==> src/rtl/core/rgbpal_pkg.sv <==
// rgbpal_pkg: widths, stage records and constant palette tables for the
// rgb to 256-colour palette index block. No dependencies.
package rgbpal_pkg;

	localparam int CH_W       = 8;    // colour and alpha channel width
	localparam int KEEP_W     = 5;    // channel bits kept before expansion
	localparam int KEEP_N     = 32;   // codes of a kept channel
	localparam int IDX_W      = 8;    // palette index width
	localparam int LVL_W      = 3;    // cube level 0..5
	localparam int CUBE_STEP  = 51;
	localparam int CUBE_N     = 216;
	localparam int GRAY_N     = 40;
	localparam int GRAY_W     = 6;    // gray step 0..39
	localparam int CSQ_W      = 10;   // one channel's squared cube error, at most 625
	localparam int CDIST_W    = 11;   // cube distance, at most 1875
	localparam int ESQ_W      = 16;   // one expanded channel squared
	localparam int DIST_W     = 18;   // full distance, at most 195075
	localparam int SUM_W      = 10;   // eR + eG + eB, at most 765
	localparam int GTH_W      = 11;   // gray decision thresholds
	localparam logic [CH_W-1:0] ALPHA_THR_RST = 8'd128;

	typedef logic [KEEP_N-1:0][CH_W-1:0]     exp_tab_t;
	typedef logic [KEEP_N-1:0][LVL_W-1:0]    lvl_tab_t;
	typedef logic [KEEP_N-1:0][CSQ_W-1:0]    csq_tab_t;
	typedef logic [KEEP_N-1:0][ESQ_W-1:0]    esq_tab_t;
	typedef logic [GRAY_N-1:0][CH_W-1:0]     gray_tab_t;
	typedef logic [GRAY_N-1:0][DIST_W-1:0]   g3sq_tab_t;
	typedef logic [GRAY_N-2:0][GTH_W-1:0]    gth_tab_t;

	// expanded channel value floor(v*255/31)
	function automatic exp_tab_t f_exp_tab();
		exp_tab_t t;
		for (int v = 0; v < KEEP_N; v++) begin
			t[v] = CH_W'((v * 255) / 31);
		end
		return t;
	endfunction

	// nearest cube level; the half-way point never falls on an integer
	function automatic lvl_tab_t f_lvl_tab();
		lvl_tab_t t;
		for (int v = 0; v < KEEP_N; v++) begin
			t[v] = LVL_W'((((v * 255) / 31) + 25) / CUBE_STEP);
		end
		return t;
	endfunction

	function automatic csq_tab_t f_csq_tab();
		csq_tab_t t;
		int e;
		int d;
		for (int v = 0; v < KEEP_N; v++) begin
			e = (v * 255) / 31;
			d = e - ((e + 25) / CUBE_STEP) * CUBE_STEP;
			t[v] = CSQ_W'(d * d);
		end
		return t;
	endfunction

	function automatic esq_tab_t f_esq_tab();
		esq_tab_t t;
		int e;
		for (int v = 0; v < KEEP_N; v++) begin
			e = (v * 255) / 31;
			t[v] = ESQ_W'(e * e);
		end
		return t;
	endfunction

	function automatic gray_tab_t f_gray_tab();
		gray_tab_t t;
		for (int k = 0; k < GRAY_N; k++) begin
			t[k] = CH_W'((k * 255) / 39);
		end
		return t;
	endfunction

	function automatic g3sq_tab_t f_g3sq_tab();
		g3sq_tab_t t;
		int g;
		for (int k = 0; k < GRAY_N; k++) begin
			g = (k * 255) / 39;
			t[k] = DIST_W'(3 * g * g);
		end
		return t;
	endfunction

	// step k+1 beats step k when 2*S > 3*(g_k + g_k+1)
	function automatic gth_tab_t f_gth_tab();
		gth_tab_t t;
		for (int k = 0; k < GRAY_N - 1; k++) begin
			t[k] = GTH_W'(3 * (((k * 255) / 39) + (((k + 1) * 255) / 39)));
		end
		return t;
	endfunction

	localparam exp_tab_t  EXP_TAB  = f_exp_tab();
	localparam lvl_tab_t  LVL_TAB  = f_lvl_tab();
	localparam csq_tab_t  CSQ_TAB  = f_csq_tab();
	localparam esq_tab_t  ESQ_TAB  = f_esq_tab();
	localparam gray_tab_t GRAY_TAB = f_gray_tab();
	localparam g3sq_tab_t G3SQ_TAB = f_g3sq_tab();
	localparam gth_tab_t  GTH_TAB  = f_gth_tab();

	typedef struct packed {
		logic [KEEP_W-1:0] v_r;
		logic [KEEP_W-1:0] v_g;
		logic [KEEP_W-1:0] v_b;
		logic              opaque;
	} st1_t;

	typedef struct packed {
		logic [IDX_W-1:0]   cube_idx;
		logic [CDIST_W-1:0] cube_d;
		logic [DIST_W-1:0]  esq;
		logic [SUM_W-1:0]   ssum;
		logic               opaque;
	} st2_t;

	typedef struct packed {
		logic [GRAY_W-1:0]  k;
		logic [IDX_W-1:0]   cube_idx;
		logic [CDIST_W-1:0] cube_d;
		logic [DIST_W-1:0]  esq;
		logic [SUM_W-1:0]   ssum;
		logic               opaque;
	} st3_t;

	typedef struct packed {
		logic [DIST_W-1:0]  gray_d;
		logic [GRAY_W-1:0]  k;
		logic [IDX_W-1:0]   cube_idx;
		logic [CDIST_W-1:0] cube_d;
		logic               opaque;
	} st4_t;

endpackage

==> src/rtl/core/rgbpal_pix_if.sv <==
// rgbpal_pix_if: pixel request channel, valid/ready with an RGBA payload.
// Depends on rgbpal_pkg.
interface rgbpal_pix_if import rgbpal_pkg::*; ();
	logic            valid;
	logic            ready;
	logic [CH_W-1:0] red;
	logic [CH_W-1:0] green;
	logic [CH_W-1:0] blue;
	logic [CH_W-1:0] alpha;

	modport source (output valid, output red, output green, output blue, output alpha,
		input ready);
	modport sink (input valid, input red, input green, input blue, input alpha,
		output ready);
endinterface

==> src/rtl/core/rgbpal_res_if.sv <==
// rgbpal_res_if: result request channel, valid/ready with index and opaque flag.
// Depends on rgbpal_pkg.
interface rgbpal_res_if import rgbpal_pkg::*; ();
	logic             valid;
	logic             ready;
	logic [IDX_W-1:0] palette_index;
	logic             opaque;

	modport source (output valid, output palette_index, output opaque, input ready);
	modport sink (input valid, input palette_index, input opaque, output ready);
endinterface

==> src/rtl/core/rgbpal_chan_map.sv <==
// rgbpal_chan_map: per-channel table lookups, nearest cube entry and its
// distance, channel sum and sum of squares. Depends on rgbpal_pkg.
module rgbpal_chan_map import rgbpal_pkg::*; (
	input  logic clk,
	input  logic ld,
	input  st1_t d_s1,
	output st2_t q_s2
);

	st2_t nxt;
	logic [LVL_W-1:0] l_r, l_g, l_b;

	always_comb begin
		l_r = LVL_TAB[d_s1.v_r];
		l_g = LVL_TAB[d_s1.v_g];
		l_b = LVL_TAB[d_s1.v_b];
		// 36r + 6g + b with shifts
		nxt.cube_idx = ({5'd0, l_r} << 5) + ({5'd0, l_r} << 2)
			+ ({5'd0, l_g} << 2) + ({5'd0, l_g} << 1) + {5'd0, l_b};
		nxt.cube_d = {1'b0, CSQ_TAB[d_s1.v_r]} + {1'b0, CSQ_TAB[d_s1.v_g]}
			+ {1'b0, CSQ_TAB[d_s1.v_b]};
		nxt.esq = {2'd0, ESQ_TAB[d_s1.v_r]} + {2'd0, ESQ_TAB[d_s1.v_g]}
			+ {2'd0, ESQ_TAB[d_s1.v_b]};
		nxt.ssum = {2'd0, EXP_TAB[d_s1.v_r]} + {2'd0, EXP_TAB[d_s1.v_g]}
			+ {2'd0, EXP_TAB[d_s1.v_b]};
		nxt.opaque = d_s1.opaque;
	end

	always_ff @(posedge clk) begin
		if (ld) begin
			q_s2 <= nxt;
		end
	end

endmodule

==> src/rtl/core/rgbpal_gray_find.sv <==
// rgbpal_gray_find: picks the nearest gray step from the channel sum alone,
// by comparing twice the sum against the midpoint thresholds. Depends on rgbpal_pkg.
module rgbpal_gray_find import rgbpal_pkg::*; (
	input  logic clk,
	input  logic ld,
	input  st2_t d_s2,
	output st3_t q_s3
);

	logic [GRAY_N-2:0] above;
	logic [GTH_W-1:0]  sum2;
	st3_t nxt;

	always_comb begin
		sum2 = {d_s2.ssum, 1'b0};
		for (int j = 0; j < GRAY_N - 1; j++) begin
			above[j] = sum2 > GTH_TAB[j];
		end
		// thresholds rise with the step, so the count is the step
		nxt.k        = GRAY_W'($countones(above));
		nxt.cube_idx = d_s2.cube_idx;
		nxt.cube_d   = d_s2.cube_d;
		nxt.esq      = d_s2.esq;
		nxt.ssum     = d_s2.ssum;
		nxt.opaque   = d_s2.opaque;
	end

	always_ff @(posedge clk) begin
		if (ld) begin
			q_s3 <= nxt;
		end
	end

endmodule

==> src/rtl/core/rgbpal_gray_dist.sv <==
// rgbpal_gray_dist: squared distance to the chosen gray,
// sum(e^2) - 2*g*S + 3*g^2, one 8x10 multiply. Depends on rgbpal_pkg.
module rgbpal_gray_dist import rgbpal_pkg::*; (
	input  logic clk,
	input  logic ld,
	input  st3_t d_s3,
	output st4_t q_s4
);

	logic [CH_W-1:0]        g;
	logic [CH_W+SUM_W-1:0]  prod;
	logic [DIST_W+1:0]      gdist;
	st4_t nxt;

	always_comb begin
		g    = GRAY_TAB[d_s3.k];
		prod = {{SUM_W{1'b0}}, g} * {{CH_W{1'b0}}, d_s3.ssum};
		// never negative, so the low bits are exact
		gdist = {2'd0, d_s3.esq} + {2'd0, G3SQ_TAB[d_s3.k]} - {1'b0, prod, 1'b0};
		nxt.gray_d   = gdist[DIST_W-1:0];
		nxt.k        = d_s3.k;
		nxt.cube_idx = d_s3.cube_idx;
		nxt.cube_d   = d_s3.cube_d;
		nxt.opaque   = d_s3.opaque;
	end

	always_ff @(posedge clk) begin
		if (ld) begin
			q_s4 <= nxt;
		end
	end

endmodule

==> src/rtl/core/rgb_to_256_palette_index.sv <==
// rgb_to_256_palette_index: RGBA pixel to 256-colour palette index with alpha gate.
// Depends on rgbpal_pkg, rgbpal_pix_if, rgbpal_res_if, rgbpal_chan_map,
// rgbpal_gray_find and rgbpal_gray_dist.
//
//   channel  dir  payload                          handshake
//   pix      in   red, green, blue, alpha          valid/ready
//   res      out  palette_index, opaque            valid/ready
//   cfg      in   cfg_wdata (alpha threshold)      cfg_we, no ready
//
// one pixel per cycle while the result side does not stall; a taken request passes
// through the input register, cube lookup, gray search, gray distance and result register
// reset clears every stage valid and sets the threshold to 128
// a stalled result holds only the stages behind it that are full; empty stages
// keep filling, so bubbles are squeezed out
module rgb_to_256_palette_index import rgbpal_pkg::*; (
	input  logic            clk,
	input  logic            arst_n,
	rgbpal_pix_if.sink      pix,
	rgbpal_res_if.source    res,
	input  logic            cfg_we,
	input  logic [CH_W-1:0] cfg_wdata
);

	logic [CH_W-1:0]  thr_q;
	logic             v1_q, v2_q, v3_q, v4_q, out_valid_q;
	logic             rdy1, rdy2, rdy3, rdy4, rdy5;
	st1_t             pix_s1;
	st2_t             st_s2;
	st3_t             st_s3;
	st4_t             st_s4;
	logic [IDX_W-1:0] index_q;
	logic             opaque_q;
	logic [IDX_W-1:0] index_nxt;

	always_ff @(posedge clk or negedge arst_n) begin
		if (!arst_n) begin
			thr_q <= ALPHA_THR_RST;
		end else if (cfg_we) begin
			thr_q <= cfg_wdata;
		end
	end

	// each stage may load when it is empty or its contents move on
	assign rdy5 = !out_valid_q || res.ready;
	assign rdy4 = !v4_q || rdy5;
	assign rdy3 = !v3_q || rdy4;
	assign rdy2 = !v2_q || rdy3;
	assign rdy1 = !v1_q || rdy2;
	assign pix.ready = rdy1;

	always_ff @(posedge clk or negedge arst_n) begin
		if (!arst_n) begin
			v1_q        <= 1'b0;
			v2_q        <= 1'b0;
			v3_q        <= 1'b0;
			v4_q        <= 1'b0;
			out_valid_q <= 1'b0;
		end else begin
			if (rdy1) v1_q <= pix.valid;
			if (rdy2) v2_q <= v1_q;
			if (rdy3) v3_q <= v2_q;
			if (rdy4) v4_q <= v3_q;
			if (rdy5) out_valid_q <= v4_q;
		end
	end

	always_ff @(posedge clk) begin
		if (rdy1) begin
			pix_s1.v_r    <= pix.red[CH_W-1 -: KEEP_W];
			pix_s1.v_g    <= pix.green[CH_W-1 -: KEEP_W];
			pix_s1.v_b    <= pix.blue[CH_W-1 -: KEEP_W];
			pix_s1.opaque <= pix.alpha >= thr_q;
		end
	end

	rgbpal_chan_map u_chan_map (
		.clk  (clk),
		.ld   (rdy2),
		.d_s1 (pix_s1),
		.q_s2 (st_s2)
	);

	rgbpal_gray_find u_gray_find (
		.clk  (clk),
		.ld   (rdy3),
		.d_s2 (st_s2),
		.q_s3 (st_s3)
	);

	rgbpal_gray_dist u_gray_dist (
		.clk  (clk),
		.ld   (rdy4),
		.d_s3 (st_s3),
		.q_s4 (st_s4)
	);

	// cube wins a tie, it has the lower index
	always_comb begin
		if (!st_s4.opaque) begin
			index_nxt = '0;
		end else if (st_s4.gray_d < {{(DIST_W-CDIST_W){1'b0}}, st_s4.cube_d}) begin
			index_nxt = IDX_W'(CUBE_N) + {{(IDX_W-GRAY_W){1'b0}}, st_s4.k};
		end else begin
			index_nxt = st_s4.cube_idx;
		end
	end

	always_ff @(posedge clk) begin
		if (rdy5) begin
			index_q  <= index_nxt;
			opaque_q <= st_s4.opaque;
		end
	end

	assign res.valid         = out_valid_q;
	assign res.palette_index = index_q;
	assign res.opaque        = opaque_q;

	a_transparent_zero: assert property (@(posedge clk) disable iff (!arst_n)
		res.valid && !res.opaque |-> res.palette_index == '0)
		else $error("transparent result with nonzero index");

	a_gray_step_range: assert property (@(posedge clk) disable iff (!arst_n)
		v3_q |-> st_s3.k < GRAY_W'(GRAY_N))
		else $error("gray step out of range");

	a_held_stage: assert property (@(posedge clk) disable iff (!arst_n)
		v4_q && !rdy5 |=> v4_q && $stable(st_s4))
		else $error("held stage lost its contents");

endmodule

==> src/flat_wrapper.sv <==
// flat-port wrapper written by rule: the top's interface ports become plain ports
module rgb_to_256_palette_index_flat import rgbpal_pkg::*;
  (clk, arst_n, cfg_we, cfg_wdata, pix_valid, pix_red, pix_green, pix_blue, pix_alpha, pix_ready, res_valid, res_palette_index, res_opaque, res_ready);
  rgbpal_pix_if pix_i ();
  rgbpal_res_if res_i ();
  input  logic clk;
  input  logic arst_n;
  input  logic cfg_we;
  input  logic [CH_W-1:0] cfg_wdata;
  input wire logic [$bits(pix_i.valid)-1:0] pix_valid;
  input wire logic [$bits(pix_i.red)-1:0] pix_red;
  input wire logic [$bits(pix_i.green)-1:0] pix_green;
  input wire logic [$bits(pix_i.blue)-1:0] pix_blue;
  input wire logic [$bits(pix_i.alpha)-1:0] pix_alpha;
  output wire logic [$bits(pix_i.ready)-1:0] pix_ready;
  output wire logic [$bits(res_i.valid)-1:0] res_valid;
  output wire logic [$bits(res_i.palette_index)-1:0] res_palette_index;
  output wire logic [$bits(res_i.opaque)-1:0] res_opaque;
  input wire logic [$bits(res_i.ready)-1:0] res_ready;
  assign pix_i.valid = pix_valid;
  assign pix_i.red = pix_red;
  assign pix_i.green = pix_green;
  assign pix_i.blue = pix_blue;
  assign pix_i.alpha = pix_alpha;
  assign pix_ready = pix_i.ready;
  assign res_valid = res_i.valid;
  assign res_palette_index = res_i.palette_index;
  assign res_opaque = res_i.opaque;
  assign res_i.ready = res_ready;
  rgb_to_256_palette_index u_core (.clk(clk), .arst_n(arst_n), .pix(pix_i), .res(res_i), .cfg_we(cfg_we), .cfg_wdata(cfg_wdata));
endmodule
==> config.mk <==
export PLATFORM = sky130hd
export DESIGN_NAME = rgb_to_256_palette_index_flat
export DESIGN_NICKNAME = d
export VERILOG_FILES = /design/src/rtl/core/rgbpal_pkg.sv /design/src/rtl/core/rgbpal_pix_if.sv /design/src/rtl/core/rgbpal_res_if.sv /design/src/rtl/core/rgbpal_chan_map.sv /design/src/rtl/core/rgbpal_gray_find.sv /design/src/rtl/core/rgbpal_gray_dist.sv /design/src/rtl/core/rgb_to_256_palette_index.sv /design/src/flat_wrapper.sv
export SDC_FILE = /design/constraint.sdc
export NUM_CORES = 1
export LEC_CHECK = 0
export BUFFER_PORTS_ARGS = -buffer_cell sky130_fd_sc_hd__buf_2
export CAP_MARGIN = 20
export CELL_PAD_IN_SITES_DETAIL_PLACEMENT = 0
export CELL_PAD_IN_SITES_GLOBAL_PLACEMENT = 1
export CORE_ASPECT_RATIO = 1.4
export CORE_MARGIN = 2
export CORE_UTILIZATION = 46
export CTS_BUF_LIST = sky130_fd_sc_hd__clkbuf_16
export CTS_CLUSTER_DIAMETER = 200
export DETAILED_ROUTE_END_ITERATION = 8
export PLACE_DENSITY_LB_ADDON = 0.1
export SLEW_MARGIN = 40
export SYNTH_ARGS = -nofsm -noshare
export SYNTH_HDL_FRONTEND = slang
export SYNTH_SLANG_ARGS = --single-unit
export TNS_END_PERCENT = 10
==> constraint.sdc <==
create_clock -name clk -period 7.73 [get_ports clk]
set_clock_uncertainty 0.2 [all_clocks]
set_input_delay 0 -clock clk [delete_from_list [all_inputs] [get_ports clk]]
set_output_delay 0 -clock clk [all_outputs]
set_load 0.05 [all_outputs]
==> Word-level counts from Yosys, hierarchy flattened <==
Memories as Yosys holds them, arrays and structs flattened. A register that Yosys moved wholly into a read port is not among the register bits.
Index checks and enable logic that the tools add are counted.
{ "word_totals": {"regBits": 184, "latchBits": 0, "mem_bits_rw": 0, "mem_bits_ro": 5216, "in_bits": 45, "elab_cells": 178, "mem_count": 14} }
{ "op_classes": {"addsub": 51, "mul": 1, "div": 0, "magnitude_cmp": 45, "n_eq_ne": 0, "shift": 0, "mux": 29, "bitwise_logic": 0, "n_reduce_logical": 10} }
{ "memory_table": {"columns": ["name", "words", "width", "read_ports", "rd_clocked_by_memory_dff", "wr", "line", "text"], "rows": [
  ["(no name shown)", 64, 18, 1, 1, 0, "rgbpal_gray_dist.sv:19", "gdist = {2'd0, d_s3.esq} + {2'd0, G3SQ_TAB[d_s3.k]} - {1'b0, prod, 1'b0};"],
  ["(no name shown)", 32, 16, 1, 1, 0, "rgbpal_chan_map.sv:23", "+ {2'd0, ESQ_TAB[d_s1.v_b]};"],
  ["(no name shown)", 32, 16, 1, 1, 0, "rgbpal_chan_map.sv:22", "nxt.esq = {2'd0, ESQ_TAB[d_s1.v_r]} + {2'd0, ESQ_TAB[d_s1.v_g]}"],
  ["(no name shown)", 32, 16, 1, 1, 0, "rgbpal_chan_map.sv:22", null],
  ["(no name shown)", 64, 8, 1, 1, 0, "rgbpal_gray_dist.sv:16", "g = GRAY_TAB[d_s3.k];"],
  ["(no name shown)", 32, 10, 1, 1, 0, "rgbpal_chan_map.sv:21", "+ {1'b0, CSQ_TAB[d_s1.v_b]};"],
  ["+8 memories", null, null, null, null, null, null, null]
]} }
{ "ops": {"columns": ["op", "n"], "rows": [
  ["$gt A11 B10 Y1 const B", 13],
  ["$gt A11 B11 Y1 const B", 13],
  ["$gt A11 B9 Y1 const B", 6],
  ["$mux W5", 12],
  ["$mux W16", 3],
  ["$gt A11 B8 Y1 const B", 4],
  ["$mux W8", 5],
  ["$add A1 B1 Y2", 19],
  ["$mux W10", 3],
  ["$add A2 B2 Y3", 9],
  ["$add A3 B3 Y4", 5],
  ["$add A17 B16 Y18", 1],
  ["$add A18 B18 Y18", 1],
  ["$lt A18 B11 Y1", 1],
  ["$lt A5 B6 Y1 const B", 3],
  ["$mux W18", 1],
  ["$sub A18 B18 Y18", 1],
  ["$add A16 B16 Y17", 1],
  ["$mul A8 B10 Y17", 1],
  ["$add A8 B5 Y8", 2],
  ["$mux W6", 2],
  ["$add A10 B10 Y11", 1],
  ["$add A11 B10 Y11", 1],
  ["$gt A11 B5 Y1 const B", 1],
  ["16 further kinds", 27]
]} }

==> Logic depth before layout (Yosys ltp) <==
{ "logic_depth": {"depth_word": 8, "mapped_depth": 31, "depth_no_buf": 29} }

==> Modules after synthesis <==
From an unflattened synthesis, not the netlist that was laid out.
{ "hier_totals": {"cells_unflattened": 2044, "hier_area_um2": 18734.2} }
{ "by_module_without_submodules": {"columns": ["mod", "n_inst", "cells_per_inst", "area_each_um2"], "rows": [
  ["rgbpal_chan_map", 1, 858, 7044.3],
  ["rgbpal_gray_dist", 1, 743, 6436.2],
  ["rgbpal_gray_find", 1, 283, 3368.2],
  ["rgb_to_256_palette_index", 1, 160, 1885.6]
]} }

==> Worst setup path before layout <==
OpenSTA, ideal clock, no wires.
{ "synth_timing": {"path_kind": "reg2reg", "start": "register u_core.u_chan_map.q_s2[4] (netlist bit)", "end": "register with a tool-made name", "setup_ps": 59, "t_arrival_ps": 7682, "t_required_ps": 7471, "setup_slack_ps": -211, "path_stages_with_launch": 29, "path_cell_list": "edfxtp_1 -> clkbuf_1 -> nor2_1 -> a21oi_1 -> o31ai_1 -> nand2_1 -> fa_1 -> inv_1 -> fa_1 -> inv_1 -> fa_1 -> fa_1 -> inv_1 -> fa_1 -> fa_1 -> inv_1 -> fa_1 -> inv_1 -> fa_1 -> fa_1 -> nand2_1 -> o21a_1 -> clkbuf_1 -> ha_1 -> clkbuf_1 -> clkbuf_1 -> nand3_1 -> a31oi_1 -> a22o_1"} }
{ "synth_lines": {"columns": ["element", "line", "text"], "rows": [
  ["start: declaration", "rgbpal_chan_map.sv:7", "output st2_t q_s2"],
  ["start signal: assignment", "rgbpal_chan_map.sv:31", "q_s2 <= nxt;"]
]} }

==> metrics.txt <==
DR WL/cell 20.0 um; largest net degree at the start of global routing 68; root buffer cell clkbuf_16; DRC viols 0; top_reg_cell synth edfxtp_1; CTS tree done; dpl hpwl 45500 um; initial antenna violation count 0; critical path class flop to flop; Core Area 0.0457 mm^2; worst slew pin tran 0.816 ns; Hold Violations, Final 0; Final nets 2687; most common cell after layout, fill and taps aside inv_1; Slew headroom 45.6%; CP Launch Type flop; IO Pins 56; Post-synth EDFFs 169; share of layout cells above drive strength 1 15.3%; via/cell ratio 5.47; vias in the first global route 16.9k; clock sinks 308; Crit Reg-Reg Startpoint u_core.u_chan_map.q_s2[1]; outcome complete, no violations; sequential area share after synthesis 37.4%; Post-Synthesis Cells 2141; flop and latch count out of synthesis 308; crit end category flop; DR pass1 iterations 6; launch point of the worst path u_core.u_chan_map.q_s2[1]; Initial Util 46.4%; period utilization 96.4%; GPL Wtd Cong 0.933; worst path arrival time 7.75 ns; hold_sp cfg_we; minimum clock period 7.45 ns; IO buf count 46; distinct cell type count after synthesis 91; most frequent cells in the layout inv_1, nand2_1, edfxtp_1; RSZ-0062 raised after global routing true; first-pass GRT wire length 93400 um; ys async rst share 4.22%; Yosys warning count 0; maxcap violations 0; Synth Net Count 2488; total CTS buffers 31; pre-CTS WS -0.169 ns; crit path max fanout 8; Fmax achieved 0.134 GHz; H-Tree Depth 1; DRT iter0 DRCs 984; num rows 93; Post-Syn Area 0.0212 mm^2; Final Setup Violations 0; Avg Inst Size Synth 9.90 um^2; clk slew on worst S/H paths 0.08 ns; Global Route Usage Sum 25.3%; synthesis-to-layout area growth 17.8%; grt ovf 0; most used cell, CP fa_1; setup_tns 0 ns; Slew Limit Fails 0; Layout fillers 4104; Routed Wire Length 59700 um; Vias 16.3k; Skew-Pair Late Insertion Delay 0.59 ns; DIE HEIGHT 258 um; Slowest cell on crit path fa_2; CP required 8.03 ns; critical path's largest stage delay 0.56 ns; n_diodes 0; largest buffer count on any clock path 3; Hold WC Path Type input port to flop; die area 0.0478 mm^2; fin worst setup slack 0.278 ns; Die X 185 um; antenna-violating nets left 0
-- final timing paths --
path	endpoint	slack, ns	depth (start not counted)
worst max-delay path	u_core.u_gray_dist.g[3]	0.28	29
worst max register to register	u_core.u_gray_dist.g[3]	0.28	29
min in group asynchronous	u_core.thr_q[1]	0.31	3
max in group asynchronous	u_core.thr_q[2]	6.61	3
worst min-delay path	u_core.thr_q[7]	0.12	3
worst min register to register	u_core.u_chan_map.q_s2[40]	0.21	0
-- synthesized netlist by cell type (44+ instances only) --
master    count  share of area [%]
and2_1       51                1.5
dfxtp_1     126                 12
buf_2        48                1.1
a21oi_1     166                3.9
clkbuf_1     54               0.96
inv_1       206                3.6
nand2_1     196                3.5
ha_1        172                 10
o21ai_0      98                2.3
xnor2_1      44                1.8
nor2_1      147                2.6
fa_1        130                 12
edfxtp_1    169                 24
-- cell type report --
type                       instances  area [um^2]  share of cell area [%]
timing repair buffer             283         2310                    9.26
sequential                       308         7920                    31.7
clock buffer                      32          801                    3.21
inverter                         220          832                    3.33
clock inverter                    25          184                   0.736
multi-input combinational       1496        12100                    48.6
tap                              617          772                    3.09
-- through the flow --
stage	util (%)	cell area, um^2	hold slack [ns]	std cells
3_5_place_dp	50.0	22900	-0.293	2835
4_1_cts	53.8	24600	0.0779	2964
3_3_place_gp	49.9	22800	-0.299	2832
2_1_floorplan	-	21200	-0.496	2141
5_1_grt	54.6	25000	0.157	2981
6_report	54.6	25000	0.123	2981
-- worst max-delay path: cells and delay by family, from the launching register on --
family                   cells  cell delay [ns]
flip-flops                   1             0.39
AND/OR/NAND/NOR              4             0.25
buffers and inverters        9             0.88
adder cells (fa/ha/maj)     10             4.50
AO/OA/AOI/OAI                6             1.16
-- logic make-up after synthesis --
family / Yosys count / share of synthesized area, %
adders and majority gates: 302 / 22.4
and+or+nand+nor: 540 / 11.7
AOI/OAI and AO/OA: 549 / 16.8
xor gates and xnor gates: 62 / 2.63
DFF: 308 / 37.4
muxes: 43 / 2.43
buffers and inverters: 337 / 6.68
-- repair_timing --
item                                    CTS  global route
hold endpoints to repair                145             0
resized for setup                        14            66
hold buffers                             69             0
buffers inserted                          3            14
endpoints found under the setup margin   19            24
cloned                                    0             2
pin swaps                                 2            38
-- metal layers --
metal	vias to the layer above	routed length, um	track usage (%)
met1	7895	22400	27.9
met5	-	0	0
met3	147	1670	2.13
met4	0	4510	16.3
li1	7885	-	-
met2	374	31100	46.2
Power is left out: the tool's default activity adds up to more than one toggle a clock period on the data nets, which glitch-free logic cannot reach.
